### src/rtl/kmc_pkg.sv
`timescale 1ns / 1ps

package kmc_pkg;

	// fixed field widths
	localparam int WORD_CODE_W = 12;
	localparam int COUNT_W     = 24;
	localparam int SUM_W       = 29;

	typedef enum logic {
		OP_WRITE = 1'b0,
		OP_QUERY = 1'b1
	} op_t;

	typedef enum logic [1:0] {
		ST_IDLE,
		ST_OWN,
		ST_NEIGH
	} seq_state_t;

	// control that travels with each table access
	typedef struct packed {
		logic vld;   // access present
		logic wr;    // table write (else read)
		logic own;   // access to the item's own word
		logic last;  // final access of the item
	} req_t;

endpackage

### src/rtl/kmc_seq.sv
`timescale 1ns / 1ps

module kmc_seq import kmc_pkg::*; #(
	parameter int WORD_LEN = 6
) (
	input  logic                     clk,
	input  logic                     arst_n,
	input  logic                     in_valid,
	output logic                     in_stall,
	input  logic                     opcode,
	input  logic [WORD_CODE_W-1:0]   word_code,
	input  logic [COUNT_W-1:0]       count_value,
	input  logic                     res_load,
	input  logic                     res_free,
	output req_t                     req,
	output logic [2*WORD_LEN-1:0]    code,
	output logic [COUNT_W-1:0]       wdata,
	output logic [WORD_CODE_W-1:0]   query_word
);

	localparam int CODE_W = 2 * WORD_LEN;
	localparam int POS_W  = $clog2(WORD_LEN);
	localparam logic [POS_W-1:0] LAST_POS = POS_W'(WORD_LEN - 1);

	seq_state_t             state_q, state_d;
	op_t                    op_q;
	logic [CODE_W-1:0]      code_q;
	logic [COUNT_W-1:0]     wdata_q;
	logic [POS_W-1:0]       pos_q;
	logic [1:0]             k_q;
	logic                   pend_q;
	logic                   accept;
	logic                   last_nb;
	logic [1:0]             digit, nbase;
	logic [CODE_W-1:0]      flip;

	assign accept  = in_valid && !in_stall;
	assign last_nb = (pos_q == LAST_POS) && (k_q == 2'd3);

	// neighbour: replace the digit at pos_q by digit + k (mod 4)
	always_comb begin
		digit = 2'(code_q >> {pos_q, 1'b0});
		nbase = digit + k_q;
		flip  = CODE_W'(digit ^ nbase) << {pos_q, 1'b0};
	end

	always_comb begin
		state_d = state_q;
		case (state_q)
			ST_IDLE:  if (accept) state_d = ST_OWN;
			ST_OWN: begin
				// a query starts only once the result slot is free
				if (op_q == OP_WRITE) state_d = ST_IDLE;
				else if (res_free) state_d = ST_NEIGH;
			end
			ST_NEIGH: if (last_nb) state_d = ST_IDLE;
			default:  state_d = ST_IDLE;
		endcase
	end

	always_comb begin
		req      = '0;
		code     = code_q;
		in_stall = 1'b1;
		case (state_q)
			ST_IDLE: begin
				in_stall = pend_q;
			end
			ST_OWN: begin
				req.vld  = (op_q == OP_WRITE) || res_free;
				req.wr   = (op_q == OP_WRITE);
				req.own  = 1'b1;
				req.last = (op_q == OP_WRITE);
			end
			ST_NEIGH: begin
				req.vld  = 1'b1;
				req.last = last_nb;
				code     = code_q ^ flip;
			end
			default: begin
				in_stall = 1'b1;
			end
		endcase
	end

	assign wdata      = wdata_q;
	assign query_word = WORD_CODE_W'(code_q);

	always_ff @(posedge clk or negedge arst_n) begin
		if (!arst_n) begin
			state_q <= ST_IDLE;
			pend_q  <= 1'b0;
			pos_q   <= '0;
			k_q     <= 2'd1;
		end else begin
			state_q <= state_d;
			if (accept && op_t'(opcode) == OP_QUERY) pend_q <= 1'b1;
			else if (res_load) pend_q <= 1'b0;
			if (state_q == ST_NEIGH) begin
				if (k_q == 2'd3) begin
					k_q   <= 2'd1;
					pos_q <= last_nb ? '0 : pos_q + 1'b1;
				end else begin
					k_q <= k_q + 2'd1;
				end
			end
		end
	end

	always_ff @(posedge clk) begin
		if (accept) begin
			op_q    <= op_t'(opcode);
			code_q  <= CODE_W'(word_code);
			wdata_q <= count_value;
		end
	end

endmodule

### config.mk
export PLATFORM = sky130hd
export DESIGN_NAME = kmc_seq
export DESIGN_NICKNAME = d
export VERILOG_FILES = /design/src/rtl/kmc_pkg.sv /design/src/rtl/kmc_seq.sv
export SDC_FILE = /design/constraint.sdc
export NUM_CORES = 1
export LEC_CHECK = 0
export CELL_PAD_IN_SITES_DETAIL_PLACEMENT = 0
export CELL_PAD_IN_SITES_GLOBAL_PLACEMENT = 1
export CORE_UTILIZATION = 43
export CTS_CLUSTER_SIZE = 25
export DETAILED_ROUTE_END_ITERATION = 8
export DONT_BUFFER_PORTS = 1
export GPL_ROUTABILITY_DRIVEN = 1
export PLACE_DENSITY_LB_ADDON = 0.1
export SYNTH_ARGS = -nofsm -noshare
export SYNTH_HDL_FRONTEND = slang
export SYNTH_SLANG_ARGS = --single-unit
### constraint.sdc
create_clock -name clk -period 2.11 [get_ports clk]
set_input_delay 0.422 -clock clk [delete_from_list [all_inputs] [get_ports clk]]
set_output_delay 0.422 -clock clk [all_outputs]
set_load 0.01 [all_outputs]
# Yosys cells after proc, flatten, opt, wreduce, memory -nomap -nowiden
# Cells that the tools add are included.
# word_totals
output_inout_bits	53
reg_bits	45
in_bits	42
wordCells	45
# classes
n_bitwise	3
n_mux	14
add_sub_neg	3
reduce_logical	9
eq_ne	7
shifts	2
# op_table
operator	n
two-way mux 12 bit	1
two-way mux 2 bit	6
left shift 2 x 4 -> 12 bit	1
>> shifter 12 x 4 -> 2 bit	1
XOR 12 bit	1
one-hot mux 2 bit (3 select lines)	1
== test 2 bit (second input constant)	2
!= test 2 bit (second input constant)	2
one-hot mux 1 bit (2 select lines)	2
adder 3 x 1 -> 3 bit (second input constant)	1
== test 3 bit (second input constant)	1
logical AND 1 bit	3
two-way mux 1 bit	3
two-way mux 3 bit	1
!= test 3 bit (second input constant)	1
AND reduction 3 bit	1
adder 2 x 1 -> 2 bit (second input constant)	1
adder 2 bit	1
== test 2 x 1 -> 1 bit (second input constant)	1
zero test 2 bit	1
AND reduction 2 bit	1
nonzero test 2 bit	1
XOR 2 bit	1
zero test 1 bit	1
other kinds (2)	2

# Logic depth before layout (Yosys ltp)
# Gate-level depths: netlist of run 1.
# depth
ltp_word	6
mapped_depth	7
depth_no_buf	6

# Worst setup path after synthesis of run 1
# OpenSTA, ideal clock, no wires.
# synth_path
path_kind	reg-to-output
startpoint	register state_q[0]
endpoint	output code[11]
arrival_time_ns	1.833
path_buffers	1
path_slack_ns	-0.145
required_time_ns	1.688
stages_incl_launch_ff	8
path_cell_list	dfrtp_1 > inv_1 > ha_1 > buf_1 > nand2_1 > or2_2 > o41ai_1 > o21ai_0
# synth_between
elab_chain_cells	2
# synth_rtl
item	line	text
start: declaration	kmc_seq.sv:25	seq_state_t state_q, state_d;
start signal: assignment	kmc_seq.sv:96	state_q <= state_d;
== test 2 bit	kmc_seq.sv:65	case (state_q)
two-way mux 12 bit	kmc_seq.sv:65	
end: declaration	kmc_seq.sv:16	output logic [2*WORD_LEN-1:0] code,
# No other way between the ends.

# Worst setup path after layout of run 1
# layout_path
startpoint	register pos_q[0]
endpoint	output code[11]
# layout_between
elab_chain_cells	6
# layout_rtl
item	line	text
start: declaration	kmc_seq.sv:29	logic [POS_W-1:0] pos_q;
start signal: assignment	kmc_seq.sv:102	pos_q <= last_nb ? '0 : pos_q + 1'b1;
>> shifter 12 x 4 -> 2 bit	kmc_seq.sv:42	digit = 2'(code_q >> {pos_q, 1'b0});
adder 2 bit	kmc_seq.sv:43	nbase = digit + k_q;
XOR 2 bit	kmc_seq.sv:44	flip = CODE_W'(digit ^ nbase) << {pos_q, 1'b0};
left shift 2 x 4 -> 12 bit (*)	kmc_seq.sv:44	
XOR 12 bit (*)	kmc_seq.sv:78	code = code_q ^ flip;
two-way mux 12 bit (*)	kmc_seq.sv:65	
# Mark *: on every way between the ends. The rest lies on a longest branch, timed or not.

==> results of run 1 <==
[sequential cells by signal, indices dropped and copies added (netlist names)]
| signal | flops |
|---|---|
| k_q | 2 |
| wdata | 24 |
| query_word | 12 |
| op_q | 1 |
| pend_q | 1 |
| state_q | 2 |
| pos_q | 3 |
[routing by layer]
layer	track usage	vias up
met2	0.320	61
met3	0.0500	4
li1	-	709
met5	0	-
met1	0.206	736
met4	0.0458	0
[final cells by class]
type | instances | area share
repair buffers | 37 | 0.115
well taps | 67 | 0.0298
clock inverters | 3 | 0.0169
clock buffers | 5 | 0.0244
inverters | 7 | 0.00933
multi-input cells | 112 | 0.337
flip-flops and latches | 45 | 0.468
[logic make-up (layout without fill, tap and decap cells)]
| logic type | count (synthesis) | count (layout) | synth area share |
|---|---|---|---|
| multiplexers | 11 | 11 | 0.0567 |
| buffers and inverters | 14 | 52 | 0.0281 |
| AND/OR/NAND/NOR | 68 | 68 | 0.174 |
| adder cells (fa/ha/maj) | 7 | 7 | 0.0409 |
| XOR/XNOR | 6 | 6 | 0.0245 |
| flip-flops | 45 | 45 | 0.613 |
| AO/OA/AOI/OAI | 20 | 20 | 0.0631 |
[worst paths after layout]
kind | start | endpoint | cells after the start
min | res_load | pend_q | 1
min reg2reg | k_q[0] | k_q[0] | 2
max reg2reg | state_q[0] | wdata[1] | 6
max | pos_q[0] | code[11] | 5
max in group asynchronous | arst_n | k_q[0] | 1
min in group asynchronous | arst_n | pend_q | 1
[per-stage QoR]
step           hold WS, ns  area, µm²  setup TNS (ns)  power [µW]
2_1_floorplan        0.126       2140          -0.286        2350
3_3_place_gp         0.127       2380               0        2750
3_5_place_dp         0.127       2380        -0.00572        2790
4_1_cts              0.198       2680           -1.17        3690
5_1_grt              0.199       2820           -2.03        4070
6_report             0.206       2820           -1.30        3860
[report_power, final]
part           internal, µW  switching [µW]  total (µW)
clock                   361             307         668
sequential             1240             269        1510
combinational           791             888        1680
total                  2390            1460        3860
[synth_stat cells, drive strengths merged (4+ instances only)]
cell	n	share of area
edfxtp	37	0.52
xor2	6	0.025
nor3	8	0.019
a21oi	4	0.0094
nand3	12	0.028
inv	7	0.012
ha	7	0.041
dfrtp	7	0.082
clkbuf	5	0.0088
nand4	4	0.012
nand2	13	0.023
nor2	9	0.016
nand2b	4	0.013
o21ai	6	0.014
mux2i	8	0.037
[timing repair]
action                                  CTS  global route
endpoints found under the setup margin   13            13
setup buffers                             6             7
pin swaps                                13             6
resized for setup                        31            21
endpoints found under the hold margin     8             0
hold buffers                              1             0
==> results.json, run 1 <==
{
  "leakagePower_uw": 0.00102,
  "reg2reg_setup_slack_ns": 0.35,
  "vias": 1510,
  "io_buffers": 0,
  "synthesis.nets": 220,
  "grt-ovfl-total": 0,
  "layout.area.seq_mm2": 0.00132,
  "final.setup.worst_slack_ns": -0.270,
  "worst-path-buf-inv": 1,
  "syn_area_mm2": 0.00214,
  "max_cap_viol_count": 0,
  "cp-start-kind": "flop",
  "layout_min_cycle_time_ns": 2.38,
  "synth-async-reset-ratio": 0.178,
  "initial_core_util": 0.450,
  "wirelength_met1_um": 1890,
  "synth-seq-area-share": 0.613,
  "routed.top_layer": "met4",
  "cts_root_buffer": "clkbuf_8",
  "drcViolationCount": 0,
  "antenna_found_initial": 0,
  "place_inst": 254,
  "finalWirelength_um": 4750,
  "dpl.hpwl_um": 3320,
  "final_hold_viol_count": 0,
  "diodes": 0,
  "die_h_um": 72.6,
  "cpPeakStageDelay_ns": 0.46,
  "nNetsFinal": 257,
  "grt_max_degree": 35,
  "final_common_cell": "edfxtp_1",
  "end_kind": "output pin",
  "coreArea_mm2": 0.00475,
  "vias_per_cell": 5.47,
  "fp.dieW_um": 72.6,
  "utilization": 0.592,
  "clkTransAtPathRegs_ns": 0.09,
  "fin_skew_ns": 0.0104,
  "slew_violations": 0,
  "drt_first_iter_violations": 59,
  "area_growth_pct": 31.6,
  "ant_nets": 0,
  "dr.pass1.iters": 4,
  "setup_viol": 8,
  "final_cell_mix": "edfxtp_1, buf_4, nand2_1, nand3_1, mux2i_1",
  "fmax_mhz": 420,
  "grt_usage": 0.177,
  "violations": "setup timing",
  "path_cells": "mux2_4 > a222oi_1 > buf_4 > mux2i_1 > o21ai_1",
  "crit_fanout": 6,
  "instances_no_fill": 276,
  "peakVddDrop_mv": 0.588,
  "grt_setup_unrepaired": "yes",
  "route.met3.wl_um": 284,
  "drive_gt1_frac": 0.431,
  "netlist_instances": 171,
  "wl_per_cell_um": 17.2,
  "outcome": "finished, violations left",
  "multi_input_area_um2": 950,
  "num_rows": 25,
  "io_pins": 95,
  "cts.sinks": 45,
  "critPathTopFamily": "multiplexers",
  "cts_tree": "done",
  "grt_pass1_vias": 1527,
  "maxSlewHeadroom": 0.728,
  "synth_warnings": 0,
  "post-place-ws_ns": -0.00572,
  "synth-edff-count": 37,
  "synth_flop_cell": "edfxtp_1",
  "hold_class": "input pin to flop",
  "crit_arrival_ns": 1.96,
  "tightest_slew_ns": 0.406,
  "route.met2.wl_um": 2530,
  "synth_cell_type_count": 41,
  "htree_levels": 2,
  "power.density_mw_per_mm2": 1370,
  "clkLatencyLatePin_ns": 0.30,
  "worst_path_max_delay_cell": "dfrtp_2",
  "gp_congestion": 0.753,
  "die-area_mm2": 0.00526,
  "nFillCells": 395,
  "critPathKind": "flop to output pin",
  "syn-mean-instance-area_um2": 12.5,
  "grt_pass1_wl_um": 7030,
  "clock_path_buffers": 2,
  "numCtsBuffers": 5,
  "crit_required_ns": 1.69,
  "post-route-period-util": 1.13,
  "ys_ff_latch": 45
}
Note: power is estimated with default switching activity, not from simulation.
==> run 2: changes to the inputs <==
==> constraint.sdc (replaced) <==
create_clock -name clk -period 2.11 [get_ports clk]
set_input_delay 0.211 -clock clk [delete_from_list [all_inputs] [get_ports clk]]
set_output_delay 0.211 -clock clk [all_outputs]
set_load 0.01 [all_outputs]
==> results.json, run 2 (synthesis gave the netlist of run 1 again) <==
{
  "cp-start-kind": "flop",
  "slew_violations": 0,
  "leakagePower_uw": 0.00104,
  "finalWirelength_um": 4720,
  "path_cells": "buf_6 > mux2_4 > a222oi_1 > buf_4 > mux2i_1 > o21ai_1",
  "maxSlewHeadroom": 0.681,
  "outcome": "finished, violations left",
  "peakVddDrop_mv": 0.696,
  "drive_gt1_frac": 0.202,
  "hold_ws_ns": 0.0319,
  "path_depth": 6,
  "crit_required_ns": 1.90,
  "min_path_cells": 2,
  "cts.sinks": 45,
  "grt-ovfl-total": 0,
  "ant_nets": 0,
  "fp.dieW_um": 72.6,
  "nNetsFinal": 271,
  "crit_arrival_ns": 1.96,
  "hold_class": "input pin to flop",
  "end_kind": "output pin",
  "grt_max_degree": 35,
  "post-place-ws_ns": 0.0559,
  "cpPeakStageDelay_ns": 0.47,
  "antenna_found_initial": 0,
  "grt_pass1_vias": 1577,
  "multi_input_area_um2": 832,
  "clkTransAtPathRegs_ns": 0.09,
  "post-route-period-util": 1.03,
  "violations": "setup timing",
  "gp_congestion": 0.762,
  "htree_levels": 2,
  "final_common_cell": "dlygate4sd3_1",
  "worst_path_max_delay_cell": "dfrtp_2",
  "vias_per_cell": 5.41,
  "wl_per_cell_um": 16.3,
  "critPathKind": "flop to output pin",
  "io_buffers": 0,
  "critPathTopFamily": "flip-flops",
  "grt_usage": 0.195,
  "die_h_um": 72.6,
  "drcViolationCount": 0,
  "clkLatencyLatePin_ns": 0.30,
  "diodes": 0,
  "worst-path-buf-inv": 2,
  "fin_setup_tns_ns": -0.0865,
  "final_cell_mix": "dlygate4sd3_1, edfxtp_1, nand2_1, nand3_1, buf_4",
  "cts_tree": "done",
  "fin_skew_ns": 0.00492,
  "tightest_slew_ns": 0.478,
  "num_rows": 25,
  "io_pins": 95,
  "place_inst": 239,
  "initial_core_util": 0.450,
  "largest_reg_flops": 24,
  "grt_pass1_wl_um": 7560,
  "fmax_mhz": 461,
  "final.setup.worst_slack_ns": -0.0577,
  "power.density_mw_per_mm2": 1200,
  "grt_setup_unrepaired": "yes",
  "final_area_mm2": 0.00285,
  "dr.pass1.iters": 4,
  "dpl.hpwl_um": 3110,
  "numCtsBuffers": 5,
  "area_growth_pct": 33.3,
  "crit_fanout": 6,
  "drt_first_iter_violations": 74,
  "setup_viol": 4,
  "reg2regPathDepth": 6,
  "dpl-instance-area_mm2": 0.00226,
  "instances_no_fill": 290,
  "layout_min_cycle_time_ns": 2.17,
  "coreArea_mm2": 0.00475,
  "vias": 1570,
  "max_cap_viol_count": 0,
  "die-area_mm2": 0.00526,
  "clock_path_buffers": 2,
  "cts_root_buffer": "clkbuf_8",
  "nFillCells": 385,
  "final_hold_viol_count": 0,
  "layout.area.seq_mm2": 0.00132
}
[run 2: per-layer routing]
metal  GRT usage  part of all wire
met3      0.0833             0.090
met2       0.310              0.49
met4      0.0697             0.013
met5           0                 0
met1       0.237              0.41
[run 2: report_power, final]
part	internal, µW	total (µW)	switching, µW
sequential	1240	1550	308
combinational	576	1300	725
clock	250	578	328
total	2070	3430	1360
[run 2: worst reg2reg max path, stage by stage (launching register included)]
cell and delay [ns]:
dfrtp_2 0.45, buf_4 0.19, ha_1 0.21, nand3_1 0.09
a22oi_1 0.30, a21oi_1 0.12, a31o_2 0.23
[run 2: layout make-up]
class,instances,area share
Sequential cell,45,0.462
Multi-Input combinational cell,112,0.292
Timing Repair Buffer,51,0.174
Tap cell,67,0.0294
Clock buffer,5,0.0241
Clock inverter,3,0.0101
Inverter,7,0.00921
[run 2: final timing paths]
kind	startpoint	to	slack [ns]
max in group asynchronous	arst_n	k_q[0]	1.54
min reg2reg	k_q[0]	k_q[0]	0.56
min in group asynchronous	arst_n	pos_q[0]	0.26
max reg2reg	pos_q[0]	state_q[0]	0.43
min	opcode	pend_q	0.03
max	pos_q[0]	code[11]	-0.06
[run 2: repair_timing]
item,4_1_cts,5_1_grt
endpoints found under the setup margin,6,7
setup buffers,4,0
hold buffers,39,0
pin swaps,7,3
hold endpoints to repair,46,0
gates resized for setup,16,3
[run 2: per-stage QoR]
step,util,power [µW]
final,0.600,3430
after global routing,0.600,3640
after CTS,0.598,3430
after detailed placement,0.476,2650
after global placement,0.476,2600
after floorplan,-,2350
