## config.mk

```make
export PLATFORM = sky130hd
export DESIGN_NAME = kmc_mod
export DESIGN_NICKNAME = d
export VERILOG_FILES = /design/src/rtl/kmc_pkg.sv /design/src/rtl/kmc_mod.sv
export SDC_FILE = /design/constraint.sdc
export NUM_CORES = 1
export LEC_CHECK = 0
export BUFFER_PORTS_ARGS = -buffer_cell sky130_fd_sc_hd__buf_2
export CAP_MARGIN = 5
export CORE_ASPECT_RATIO = 0.8
export CORE_MARGIN = 2
export CORE_UTILIZATION = 50
export DETAILED_ROUTE_END_ITERATION = 12
export GPL_TIMING_DRIVEN = 1
export PLACE_DENSITY = 0.9
export SYNTH_ARGS = -nofsm -noshare
export SYNTH_HDL_FRONTEND = slang
export SYNTH_SLANG_ARGS = --single-unit
export TNS_END_PERCENT = 1
```

## constraint.sdc

```tcl
create_clock -name clk -period 0.8 [get_ports clk]
set_input_delay 0.04 -clock clk [delete_from_list [all_inputs] [get_ports clk]]
set_output_delay 0.04 -clock clk [all_outputs]
set_load 0.05 [all_outputs]
```

## src/rtl/kmc_pkg.sv

```systemverilog
`timescale 1ns / 1ps

package kmc_pkg;

	// fixed field widths
	localparam int WORD_CODE_W = 12;
	localparam int COUNT_W     = 24;
	localparam int SUM_W       = 29;

	typedef enum logic {
		OP_WRITE = 1'b0,
		OP_QUERY = 1'b1
	} op_t;

	typedef enum logic [1:0] {
		ST_IDLE,
		ST_OWN,
		ST_NEIGH
	} seq_state_t;

	// control that travels with each table access
	typedef struct packed {
		logic vld;   // access present
		logic wr;    // table write (else read)
		logic own;   // access to the item's own word
		logic last;  // final access of the item
	} req_t;

endpackage

```

## src/rtl/kmc_mod.sv

```systemverilog
`timescale 1ns / 1ps

// code % TABLE_DEPTH by reciprocal multiply, three stages
module kmc_mod import kmc_pkg::*; #(
	parameter int WORD_LEN    = 6,
	parameter int TABLE_DEPTH = 4096
) (
	input  logic                           clk,
	input  logic                           arst_n,
	input  req_t                           req,
	input  logic [2*WORD_LEN-1:0]          code,
	input  logic [COUNT_W-1:0]             wdata,
	output req_t                           req_s3,
	output logic [$clog2(TABLE_DEPTH)-1:0] addr_s3,
	output logic [COUNT_W-1:0]             wdata_s3
);

	localparam int CODE_W  = 2 * WORD_LEN;
	localparam int ADDR_W  = $clog2(TABLE_DEPTH);
	localparam int RW      = ADDR_W + 1;
	localparam int RECIP_W = CODE_W + 1;
	localparam int PROD_W  = 2 * CODE_W + 1;
	localparam int QD_W    = CODE_W + RW + 1;
	localparam logic [RECIP_W-1:0] RECIP   = RECIP_W'((64'd1 << CODE_W) / TABLE_DEPTH);
	localparam logic [RW-1:0]      DEPTH_C = RW'(TABLE_DEPTH);

	req_t                 req_s1, req_s2;
	logic [CODE_W-1:0]    x_s1, x_s2;
	logic [PROD_W-1:0]    prod_s1;
	logic [CODE_W-1:0]    qd_s2;
	logic [COUNT_W-1:0]   wdata_s1, wdata_s2;
	logic [CODE_W:0]      quot;
	logic [QD_W-1:0]      qd_full;
	logic [CODE_W-1:0]    diff;
	logic [RW-1:0]        rem;
	logic [RW-1:0]        rem_fix;

	// quotient estimate is exact or one low
	always_comb begin
		quot    = prod_s1[PROD_W-1:CODE_W];
		qd_full = QD_W'(quot) * QD_W'(TABLE_DEPTH);
		diff    = x_s2 - qd_s2;
		rem     = RW'(diff);
		rem_fix = (rem >= DEPTH_C) ? rem - DEPTH_C : rem;
	end

	always_ff @(posedge clk or negedge arst_n) begin
		if (!arst_n) begin
			req_s1 <= '0;
			req_s2 <= '0;
			req_s3 <= '0;
		end else begin
			req_s1 <= req;
			req_s2 <= req_s1;
			req_s3 <= req_s2;
		end
	end

	always_ff @(posedge clk) begin
		x_s1     <= code;
		prod_s1  <= PROD_W'(code) * PROD_W'(RECIP);
		wdata_s1 <= wdata;
		x_s2     <= x_s1;
		qd_s2    <= qd_full[CODE_W-1:0];
		wdata_s2 <= wdata_s1;
		addr_s3  <= ADDR_W'(rem_fix);
		wdata_s3 <= wdata_s2;
	end

endmodule

```

; ---- After elaboration in Yosys (flattened, before gate mapping)
; Cells that the tools add are included.
; Widths: inputs -> output; s select.
[totals]
ff_bits = 120
inputBits = 42
output_inout_bits = 40

; ---- Depth between registers and ports, before layout
; Gate-level depths: netlist (run 1).
[logic_depth]
word_depth = 0
mapped_depth = 0
mapped_depth_nobuf = 0

; ---- Worst setup path before layout (run 1)
; OpenSTA, ideal clock, no wires.
[synth_path]
path_kind = register to output
start = reg addr_s3[0]
end = out addr_s3[0]
arrival_ns = 0.587
setup_slack_ns = 0.173
path_stages_with_launch = 1
path_buffers = 0
cell_sequence = dfxtp_1
[synth_rtl]
columns = item, line_no
row1 = from (decl), kmc_mod.sv:14  ; output logic [$clog2(TABLE_DEPTH)-1:0] addr_s3,
row2 = from (signal assigned), kmc_mod.sv:66  ; addr_s3 <= ADDR_W'(rem_fix);
; No word-level cell between the ends.

; ---- Worst setup path in the final report (run 1)
[layout_path]
start = reg req_s3[2] (netlist bit)
end = out req_s3[2] (netlist bit)
[layout_rtl]
columns = item, line_no
row1 = from (decl), kmc_mod.sv:13  ; output req_t req_s3,
row2 = from (signal assigned), kmc_mod.sv:55  ; req_s3 <= req_s2;
; No word-level cell between the ends.

==> results of run 1 <==
per-stage QoR:
| step | std cells | cell area (um2) | hold slack, ns | TNS, ns |
|---|---|---|---|---|
| 5_1_grt | 335 | 4350 | 0.162 | -10.63 |
| 3_5_place_dp | 261 | 2940 | -0.0764 | 0 |
| 2_1_floorplan | 120 | 2460 | -0.256 | 0 |
| 6_report | 335 | 4350 | 0.182 | -8.83 |
| 3_3_place_gp | 261 | 2940 | -0.0872 | 0 |
| 4_1_cts | 335 | 4280 | 0.153 | -9.37 |
power by group through the flow:
stage	clock network (mW)	logic [mW]	registers, mW
detailed placement	0	0.597	6.52
floorplan	0	0	6.87
global route	7.80	1.02	6.50
global placement	0	0.589	6.49
finish	7.44	0.982	6.49
CTS	7.36	0.904	6.45
cells in the final DEF (no fill, tap or decap):
master	netlist	final
buf_2	0	41
buf_6	0	10
buf_8	0	30
bufinv_16	0	3
clkbuf_1	0	4
clkbuf_16	0	16
clkbuf_8	0	3
clkinv_2	0	5
clkinvlp_4	0	1
dfrtp_1	12	12
dfxtp_1	108	72
dfxtp_2	0	36
dlygate4sd3_1	0	42
area by class of cell:
cell class / instances / area, um2
clock buffers: 23 / 457
clock inverters: 9 / 123
fillers: 126 / 302
flip-flops and latches: 120 / 2510
well taps: 60 / 75.1
repair buffers: 123 / 1190
routing by layer:
metal | vias to the layer above | share of wire | routed length, um | GRT usage
li1 | 659 | - | - | -
met1 | 704 | 0.36 | 2430 | 0.202
met2 | 69 | 0.57 | 3820 | 0.433
met3 | 6 | 0.066 | 443 | 0.145
met4 | 0 | 0.0068 | 46 | 0.0813
met5 | - | 0 | 0 | 0
registers in the layout, summed over array words and instances, names as in the netlist:
signal    cells
wdata_s1     24
wdata_s2     24
wdata_s3     24
addr_s3      12
x_s1         12
x_s2         12
req_s1        4
req_s2        4
req_s3        4
cells by family after synthesis:
family and synth area share:
DFF 1.00
final timing paths:
path                       depth (start not counted)             endpoint  slack, ns           startpoint
setup / recovery                                   1            req_s3[2]      -0.28  req_s3[2]$_DFF_PN0_
hold / removal                                     2      x_s1[4]$_DFF_P_       0.18              code[4]
setup reg to reg                                   0  req_s2[0]$_DFF_PN0_       0.32  req_s1[0]$_DFF_PN0_
hold reg to reg                                    0      x_s2[4]$_DFF_P_       0.32      x_s1[4]$_DFF_P_
max in group asynchronous                          3  req_s1[0]$_DFF_PN0_       0.04               arst_n
min in group asynchronous                          3  req_s3[2]$_DFF_PN0_       0.53               arst_n
what timing repair did:
item	CTS	global route
gates resized for setup	126	20
hold endpoints to repair	52	0
pin swaps	0	0
setup endpoints to repair	40	40
hold buffers	42	0
==> metrics, run 1 <==
status=finished with violations; failing checks=negative setup slack; CP Max Fanout=1; CP delay by family, top=flip-flops; pin count of the biggest net entering global routing=17; final core occ=0.935; CP Cell Sequence=buf_6; CORE AREA=between 4000 and 5000 um2; Vert. Die Dim=approximately 67 um; clock share of power=0.499; max-slew violations=0; PnR worst setup slack=-0.281 ns; post-synth cell types=2; total die area=between 5000 and 6000 um2; critical path class=flip-flop to output port; WP data required=0.76 ns; Post-Syn Area=approximately 2500 um2; combinational power share=0.066; switching portion of total power=0.217; Worst Clk Skew=roughly 0.0094 ns; multi-input gate count=0; hold crit path type=primary input to flip-flop; top post-synthesis cells by count=dfxtp_1 (108), dfrtp_1 (12); slowest CP cell=dfrtp_1; CP bufs+invs=1; vias per cell=4.29; clock sink total=between 100 and 150; Synth Instances=120; final RePlAce weighted congestion=approximately 0.63; asr flop ratio synth=0.100; TritonRoute pass-1 iters=4; leading cell type by number of instances after synthesis=dfxtp_1; Worst-Margin Slew=approximately 0.28 ns; Yosys top cell by area=dfxtp_1; buffers added on ports=81; vias in the first global route=1655; P_sw=approximately 3.2 mW; Fmax=~0.9 GHz; first-pass GRT wire length=between 8000 and 9000 um; Iter 0 DRT Violations=roughly 50; share of the synthesized area in the top cell type=0.878; Skew-Pair Late Insertion Delay=0.50 ns; RSZ-0062 raised after global routing=true; Area Overhead vs Synth=76.7%; Max-Cap Viols=0; worst path arrival time=roughly 1.0 ns; Period minus WS final=roughly 1.1 ns; warnings from Yosys=0; Layout Nets=a little over 300; Mean Syn Cell Area=20.5 um2; share of layout cells above drive strength 1=0.527; CP endpoint kind=output port; Post-CTS Setup Bufs=0; max incr delay on CP=around 0.38 ns; CP Launch Type=flip-flop; multi-input logic area=0 um2; Post-synth EDFFs=0; Tcrit/Tclk final=1.35; Root Driver=clkbuf_8; Worst-path clk slew=roughly 0.060 ns; Reg power frac=0.435; I/O pins=between 80 and 90; PwrDens=approximately 3400 nW/um2; antenna-violating nets left=0; drt total wl=between 6000 and 7000 um; post-DP HPWL=approximately 2300 um; sequential-to-total area share from yosys stat=1.00; starting density of the core=0.529; Bufs on Longest Clock Path=2; static leakage=just under 2 nW; Max rail drop VDD=approximately 2.9 mV; final hold violation count=0; initial antenna violation count=0; internal power=11.7 mW; flops & latches, synth=120; Die W=between 80 and 90 um; Place WS=around 0.18 ns; Synth area leaders=dfxtp_1 (88%), dfrtp_1 (12%); Setup violations, final=40; Residual DRC=0; Main synth FF type=dfxtp_1; Overall Global Routing Usage=0.235; Power Total=~15 mW; Max-slew headroom=0.816; TritonCTS clock tree=built; Wirelength per Cell=between 20 and 25 um; n_diodes=0; H-tree depth=4; Num CTS Buffers=17; GRT overflow=0; row count=22; synthesized net count=between 150 and 200; Via Count=between 1000 and 1500
Power figures use the tool's default switching activity.
==> run 2, diff against run 1 <==
- MAX_ROUTING_LAYER: not set -> met4
==> run 2 against run 1 <==
Effect of this change:
- the flow still finishes with violations (negative setup slack)
- die area is the same
- via count grew 0.28%
- final cell count is the same
- critical endpoint unchanged
- largest power group unchanged
==> metrics, run 2 (synthesis gave the netlist of run 1 again) <==
status=finished with violations (unchanged); failing checks=negative setup slack (unchanged); WP data required=0.76 ns (about the same); Worst Clk Skew=0.00999 ns (was 0.00936 ns); Reg power frac=0.435 (about the same); Critical Path Source=req_s3[2]$_DFF_PN0_ (unchanged); RSZ-0062 raised after global routing=true (unchanged); CORE AREA=4650 um2 (unchanged); vias per cell=4.30 (was 4.29); slowest CP cell=dfrtp_1 (unchanged); Iter 0 DRT Violations=48 (was 49); buffers added on ports=81 (unchanged); clock sink total=120 (unchanged); GRT overflow=0 (unchanged); reg2reg start=req_s2[2]$_DFF_PN0_ (was req_s1[0]$_DFF_PN0_); post-DP HPWL=2320 um (unchanged); max incr delay on CP=0.38 ns (about the same); TritonRoute pass-1 iters=4 (unchanged); vias in the first global route=1656 (was 1655); final RePlAce weighted congestion=0.630 (was 0.625); first-pass GRT wire length=8310 um (was 8320 um); Power Total=14.9 mW (about the same); pin count of the biggest net entering global routing=17 (unchanged); commonest non-fill, non-tap cell in the layout=dfxtp_1 (unchanged); clock share of power=0.499 (about the same); Fmax=0.927 GHz (was 0.925 GHz); worst path arrival time=1.04 ns (about the same); P_sw=3.24 mW (was 3.23 mW); setup TNS=-8.80 ns (was -8.83 ns); static leakage=1.96 nW (unchanged); Skew-Pair Late Insertion Delay=0.50 ns (about the same); Die W=82.5 um (unchanged); Setup violations, final=40 (unchanged); share of layout cells above drive strength 1=0.527 (unchanged); flop-to-flop setup slack=0.32 ns (about the same); final core occ=0.935 (unchanged); Residual DRC=0 (unchanged); crit path to=req_s3[2] (unchanged); PnR worst setup slack=-0.279 ns (was -0.281 ns); combinational power share=0.066 (about the same); drt total wl=6730 um (was 6740 um); CP Cell Sequence=buf_6 (unchanged); row count=22 (unchanged); registers with the most flip-flops=wdata_s1 x24, wdata_s2 x24, wdata_s3 x24 (unchanged); Max-slew headroom=0.817 (was 0.816); CP delay by family, top=flip-flops (unchanged); CP bufs+invs=1 (unchanged); TritonCTS clock tree=built (unchanged); Area after DPL=2940 um2 (unchanged); max-slew violations=0 (unchanged); worst hold slack=0.182 ns (about the same); CP Launch Type=flip-flop (unchanged); Wirelength per Cell=20.1 um (about the same); antenna-violating nets left=0 (unchanged); Vert. Die Dim=66.8 um (unchanged); Overall Global Routing Usage=0.241 (was 0.235); Root Driver=clkbuf_8 (unchanged); placed cells=261 (unchanged); CP endpoint kind=output port (unchanged); n_diodes=0 (unchanged); Layout Nets=304 (unchanged); H-tree depth=4 (unchanged); PwrDens=3430 nW/um2 (about the same); most frequent cells in the layout=dfxtp_1 (72), dlygate4sd3_1 (42), buf_2 (41) (unchanged); Worst-Margin Slew=0.275 ns (about the same); Worst R2R End=req_s3[2]$_DFF_PN0_ (was req_s2[0]$_DFF_PN0_); Place WS=0.181 ns (unchanged); CP Max Fanout=1 (unchanged); Area Overhead vs Synth=76.7% (unchanged); total die area=5510 um2 (unchanged); multi-input gate count=0 (unchanged); multi-input logic area=0 um2 (unchanged); R2R depth=0 (unchanged); switching portion of total power=0.217 (about the same); Max rail drop VDD=2.94 mV (was 2.93 mV); final hold violation count=0 (unchanged); Period minus WS final=1.08 ns (about the same); I/O pins=82 (unchanged); starting density of the core=0.529 (unchanged); initial antenna violation count=0 (unchanged); critical path class=flip-flop to output port (unchanged); fill count=126 (unchanged); Bufs on Longest Clock Path=2 (unchanged); Final Cell Area=4350 um2 (unchanged); number of cells on the critical path=1 (unchanged); hold crit path type=primary input to flip-flop (unchanged); Worst-path clk slew=0.06 ns (about the same); internal power=11.7 mW (about the same); Tcrit/Tclk final=1.35 (about the same); Num CTS Buffers=17 (unchanged); Via Count=1442 (was 1438); Max-Cap Viols=0 (unchanged); final std cells w/o fill=335 (unchanged)
==> run 2: power groups by stage <==
stage               combinational (mW)  sequential (mW)  clock (mW)
floorplan                            0             6.87           0
global placement                 0.589             6.49           0
detailed placement               0.597             6.52           0
CTS                              0.904             6.45        7.36
global route                      1.02             6.50        7.81
finish                           0.983             6.49        7.45
==> run 2: worst min-delay path by stage <==
stage             start             endpoint  slack (ns)  cells after the start
4_1_cts         code[1]      x_s1[1]$_DFF_P_        0.15                      2
2_1_floorplan    arst_n  req_s1[0]$_DFF_PN0_       -0.26                      0
6_report       wdata[6]  wdata_s1[6]$_DFF_P_        0.18                      2
3_5_place_dp     arst_n  req_s3[2]$_DFF_PN0_       -0.08                      1
5_1_grt        wdata[6]  wdata_s1[6]$_DFF_P_        0.16                      2
3_3_place_gp     arst_n  req_s3[2]$_DFF_PN0_       -0.09                      1
==> run 2: repair_timing <==
action                                  CTS  global route
hold buffers                             42             0
endpoints found under the setup margin   40            40
setup buffers                             0             0
resized for setup                       126            20
endpoints found under the hold margin    52             0
pin swaps                                 0             0
==> run 2: metal layers <==
| layer | track usage | vias up | routed length (um) |
|---|---|---|---|
| met5 | - | - | 0 |
| met1 | 0.206 | 706 | 2410 |
| met4 | 0.0813 | 0 | 36 |
| met3 | 0.138 | 4 | 466 |
| met2 | 0.433 | 73 | 3810 |
| li1 | - | 659 | - |
==> run 2: layout make-up <==
type                  instances  area, um2  area share
sequential                  120       2510       0.576
timing repair buffer        123       1190       0.273
clock buffer                 23        457       0.105
clock inverter                9        123      0.0282
tap                          60       75.1      0.0173
==> run 3, diff against run 2 <==
- BUFFER_PORTS_ARGS: -buffer_cell sky130_fd_sc_hd__buf_2 -> -buffer_cell sky130_fd_sc_hd__buf_4
==> run 3 against run 2 <==
Effect of this change:
- the flow still finishes with violations (negative setup slack)
- first-iteration DRC count up 40%
- register-to-register slack worse by 0.02 ns
- final cell count down 0.30%
- utilization up 1.6 points
- critical path depth unchanged
- cell area up 1.7%
- largest power group unchanged
==> metrics, run 3 (synthesis gave the netlist of run 1 again) <==
status=finished with violations (unchanged); failing checks=negative setup slack (unchanged); reg2reg start=req_s2[3]$_DFF_PN0_ (was req_s2[2]$_DFF_PN0_); CP endpoint kind=output port (unchanged); PwrDens=3290 nW/um2 (was 3430 nW/um2); Layout Nets=304 (unchanged); Bufs on Longest Clock Path=2 (unchanged); Wirelength per Cell=22.5 um (was 20.1 um); n_diodes=0 (unchanged); Worst-path clk slew=0.06 ns (about the same); commonest non-fill, non-tap cell in the layout=dfxtp_1 (unchanged); WP data required=0.76 ns (about the same); switching portion of total power=0.233 (was 0.217); Worst Hold Path EP=wdata_s1[21]$_DFF_P_ (was wdata_s1[6]$_DFF_P_); hold crit path type=primary input to flip-flop (unchanged); flop-to-flop setup slack=0.30 ns (was 0.32 ns); vias in the first global route=1719 (was 1656); max-slew violations=0 (unchanged); CP bufs+invs=1 (unchanged); Worst-Margin Slew=0.284 ns (was 0.275 ns); Worst Clk Skew=0.00960 ns (was 0.00999 ns); Max rail drop VDD=2.45 mV (was 2.94 mV); Fmax=0.883 GHz (was 0.927 GHz); RSZ-0062 raised after global routing=true (unchanged); CP delay by family, top=flip-flops (unchanged); combinational power share=0.073 (was 0.066); Vert. Die Dim=66.8 um (unchanged); CP Max Fanout=1 (unchanged); slowest CP cell=dfrtp_1 (unchanged); Post-CTS Setup Bufs=0 (unchanged); Via Count=1465 (was 1442); static leakage=1.97 nW (was 1.96 nW); final RePlAce weighted congestion=0.632 (was 0.630); Skew-Pair Late Insertion Delay=0.51 ns (was 0.50 ns); Max-slew headroom=0.811 (was 0.817); antenna-violating nets left=0 (unchanged); vias per cell=4.39 (was 4.30); clock sink total=120 (unchanged); row count=22 (unchanged); starting density of the core=0.529 (unchanged); first-pass GRT wire length=9400 um (was 8310 um); CP Cell Sequence=buf_6 (unchanged); Max-Cap Viols=0 (unchanged); clock share of power=0.481 (was 0.499); final core occ=0.951 (was 0.935); Area Overhead vs Synth=79.7% (was 76.7%); initial antenna violation count=0 (unchanged); Hold Path Origin=wdata[21] (was wdata[6]); drt total wl=7520 um (was 6730 um); P_sw=3.40 mW (was 3.24 mW); Overall Global Routing Usage=0.277 (was 0.241); CP Launch Type=flip-flop (unchanged); final hold violation count=0 (unchanged); Residual DRC=0 (unchanged); total die area=5510 um2 (unchanged); critical path class=flip-flop to output port (unchanged); Place WS=0.205 ns (was 0.181 ns); Setup violations, final=40 (unchanged); Iter 0 DRT Violations=67 (was 48); R2R depth=0 (unchanged); worst hold stages=2 (unchanged); PnR worst setup slack=-0.332 ns (was -0.279 ns); most frequent cells in the layout=dfxtp_1 (72), dlygate4sd3_1 (42), buf_4 (41) (was dfxtp_1 (72), dlygate4sd3_1 (42), buf_2 (41)); Die W=82.5 um (unchanged); max incr delay on CP=0.41 ns (was 0.38 ns); buffers added on ports=81 (unchanged); internal power=11.2 mW (was 11.7 mW); multi-input logic area=0 um2 (unchanged); Tcrit/Tclk final=1.42 (was 1.35); H-tree depth=4 (unchanged); worst path arrival time=1.09 ns (was 1.04 ns); multi-input gate count=0 (unchanged); TritonRoute pass-1 iters=4 (unchanged); share of layout cells above drive strength 1=0.529 (was 0.527); Worst R2R End=req_s3[3]$_DFF_PN0_ (was req_s3[2]$_DFF_PN0_); Period minus WS final=1.13 ns (was 1.08 ns); registers with the most flip-flops=wdata_s1 x24, wdata_s2 x24, wdata_s3 x24 (unchanged); GRT overflow=0 (unchanged); Root Driver=clkbuf_8 (unchanged); pin count of the biggest net entering global routing=17 (unchanged); CORE AREA=4650 um2 (unchanged); Num CTS Buffers=17 (unchanged); I/O pins=82 (unchanged); TritonCTS clock tree=built (unchanged); Reg power frac=0.446 (was 0.435)
-- run 3: cell count changes in the layout (fill, tap and decap cells not counted), sizes merged --
cell,delta
bufinv,-2
clkinvlp,+2
clkinv,-1
-- run 3: area by class of cell --
| class | count | area, um2 |
|---|---|---|
| clock inverters | 8 | 72.6 |
| fillers | 98 | 228 |
| well taps | 60 | 75.1 |
| repair buffers | 123 | 1300 |
| flip-flops and latches | 120 | 2510 |
| clock buffers | 23 | 467 |
-- run 3: worst max path at each step --
| stage | to | slack [ns] | start | cells past startpoint |
|---|---|---|---|---|
| final | req_s3[0] | -0.33 | req_s3[0]$_DFF_PN0_ | 1 |
| after global routing | req_s3[3] | -0.35 | req_s3[3]$_DFF_PN0_ | 1 |
| after CTS | req_s3[0] | -0.34 | req_s3[0]$_DFF_PN0_ | 1 |
| after detailed placement | req_s3[0] | 0.20 | req_s3[0]$_DFF_PN0_ | 1 |
| after global placement | req_s3[2] | 0.24 | req_s3[2]$_DFF_PN0_ | 1 |
| after floorplan | addr_s3[0] | 0.17 | addr_s3[0]$_DFF_P_ | 0 |
-- run 3: metrics by stage --
stage | power [mW] | TNS, ns | hold WS, ns | area [um2] | cells
floorplan | 6.87 | 0 | -0.256 | 2460 | 120
global placement | 7.20 | 0 | -0.124 | 3150 | 261
detailed placement | 7.24 | 0 | -0.117 | 3150 | 261
CTS | 14.3 | -9.46 | 0.165 | 4380 | 334
global route | 14.9 | -10.75 | 0.167 | 4420 | 334
finish | 14.6 | -9.40 | 0.182 | 4420 | 334
-- run 3: power groups by stage --
stage / sequential, mW / combinational [mW] / clock, mW
finish: 6.50 / 1.06 / 7.02
global route: 6.51 / 1.10 / 7.34
CTS: 6.46 / 0.995 / 6.82
detailed placement: 6.52 / 0.719 / 0
global placement: 6.49 / 0.710 / 0
floorplan: 6.87 / 0 / 0
-- run 3: per-layer routing --
| layer | GRT usage | wire length (um) |
|---|---|---|
| met5 | - | 0 |
| met4 | 0.165 | 79 |
| met3 | 0.107 | 637 |
| met2 | 0.504 | 4310 |
| met1 | 0.237 | 2490 |
-- run 3: timing repair --
item                                   CTS  global route
endpoints found under the hold margin   52             0
resized for setup                       96            13
hold buffers                            42             0
setup endpoints to repair               40            40
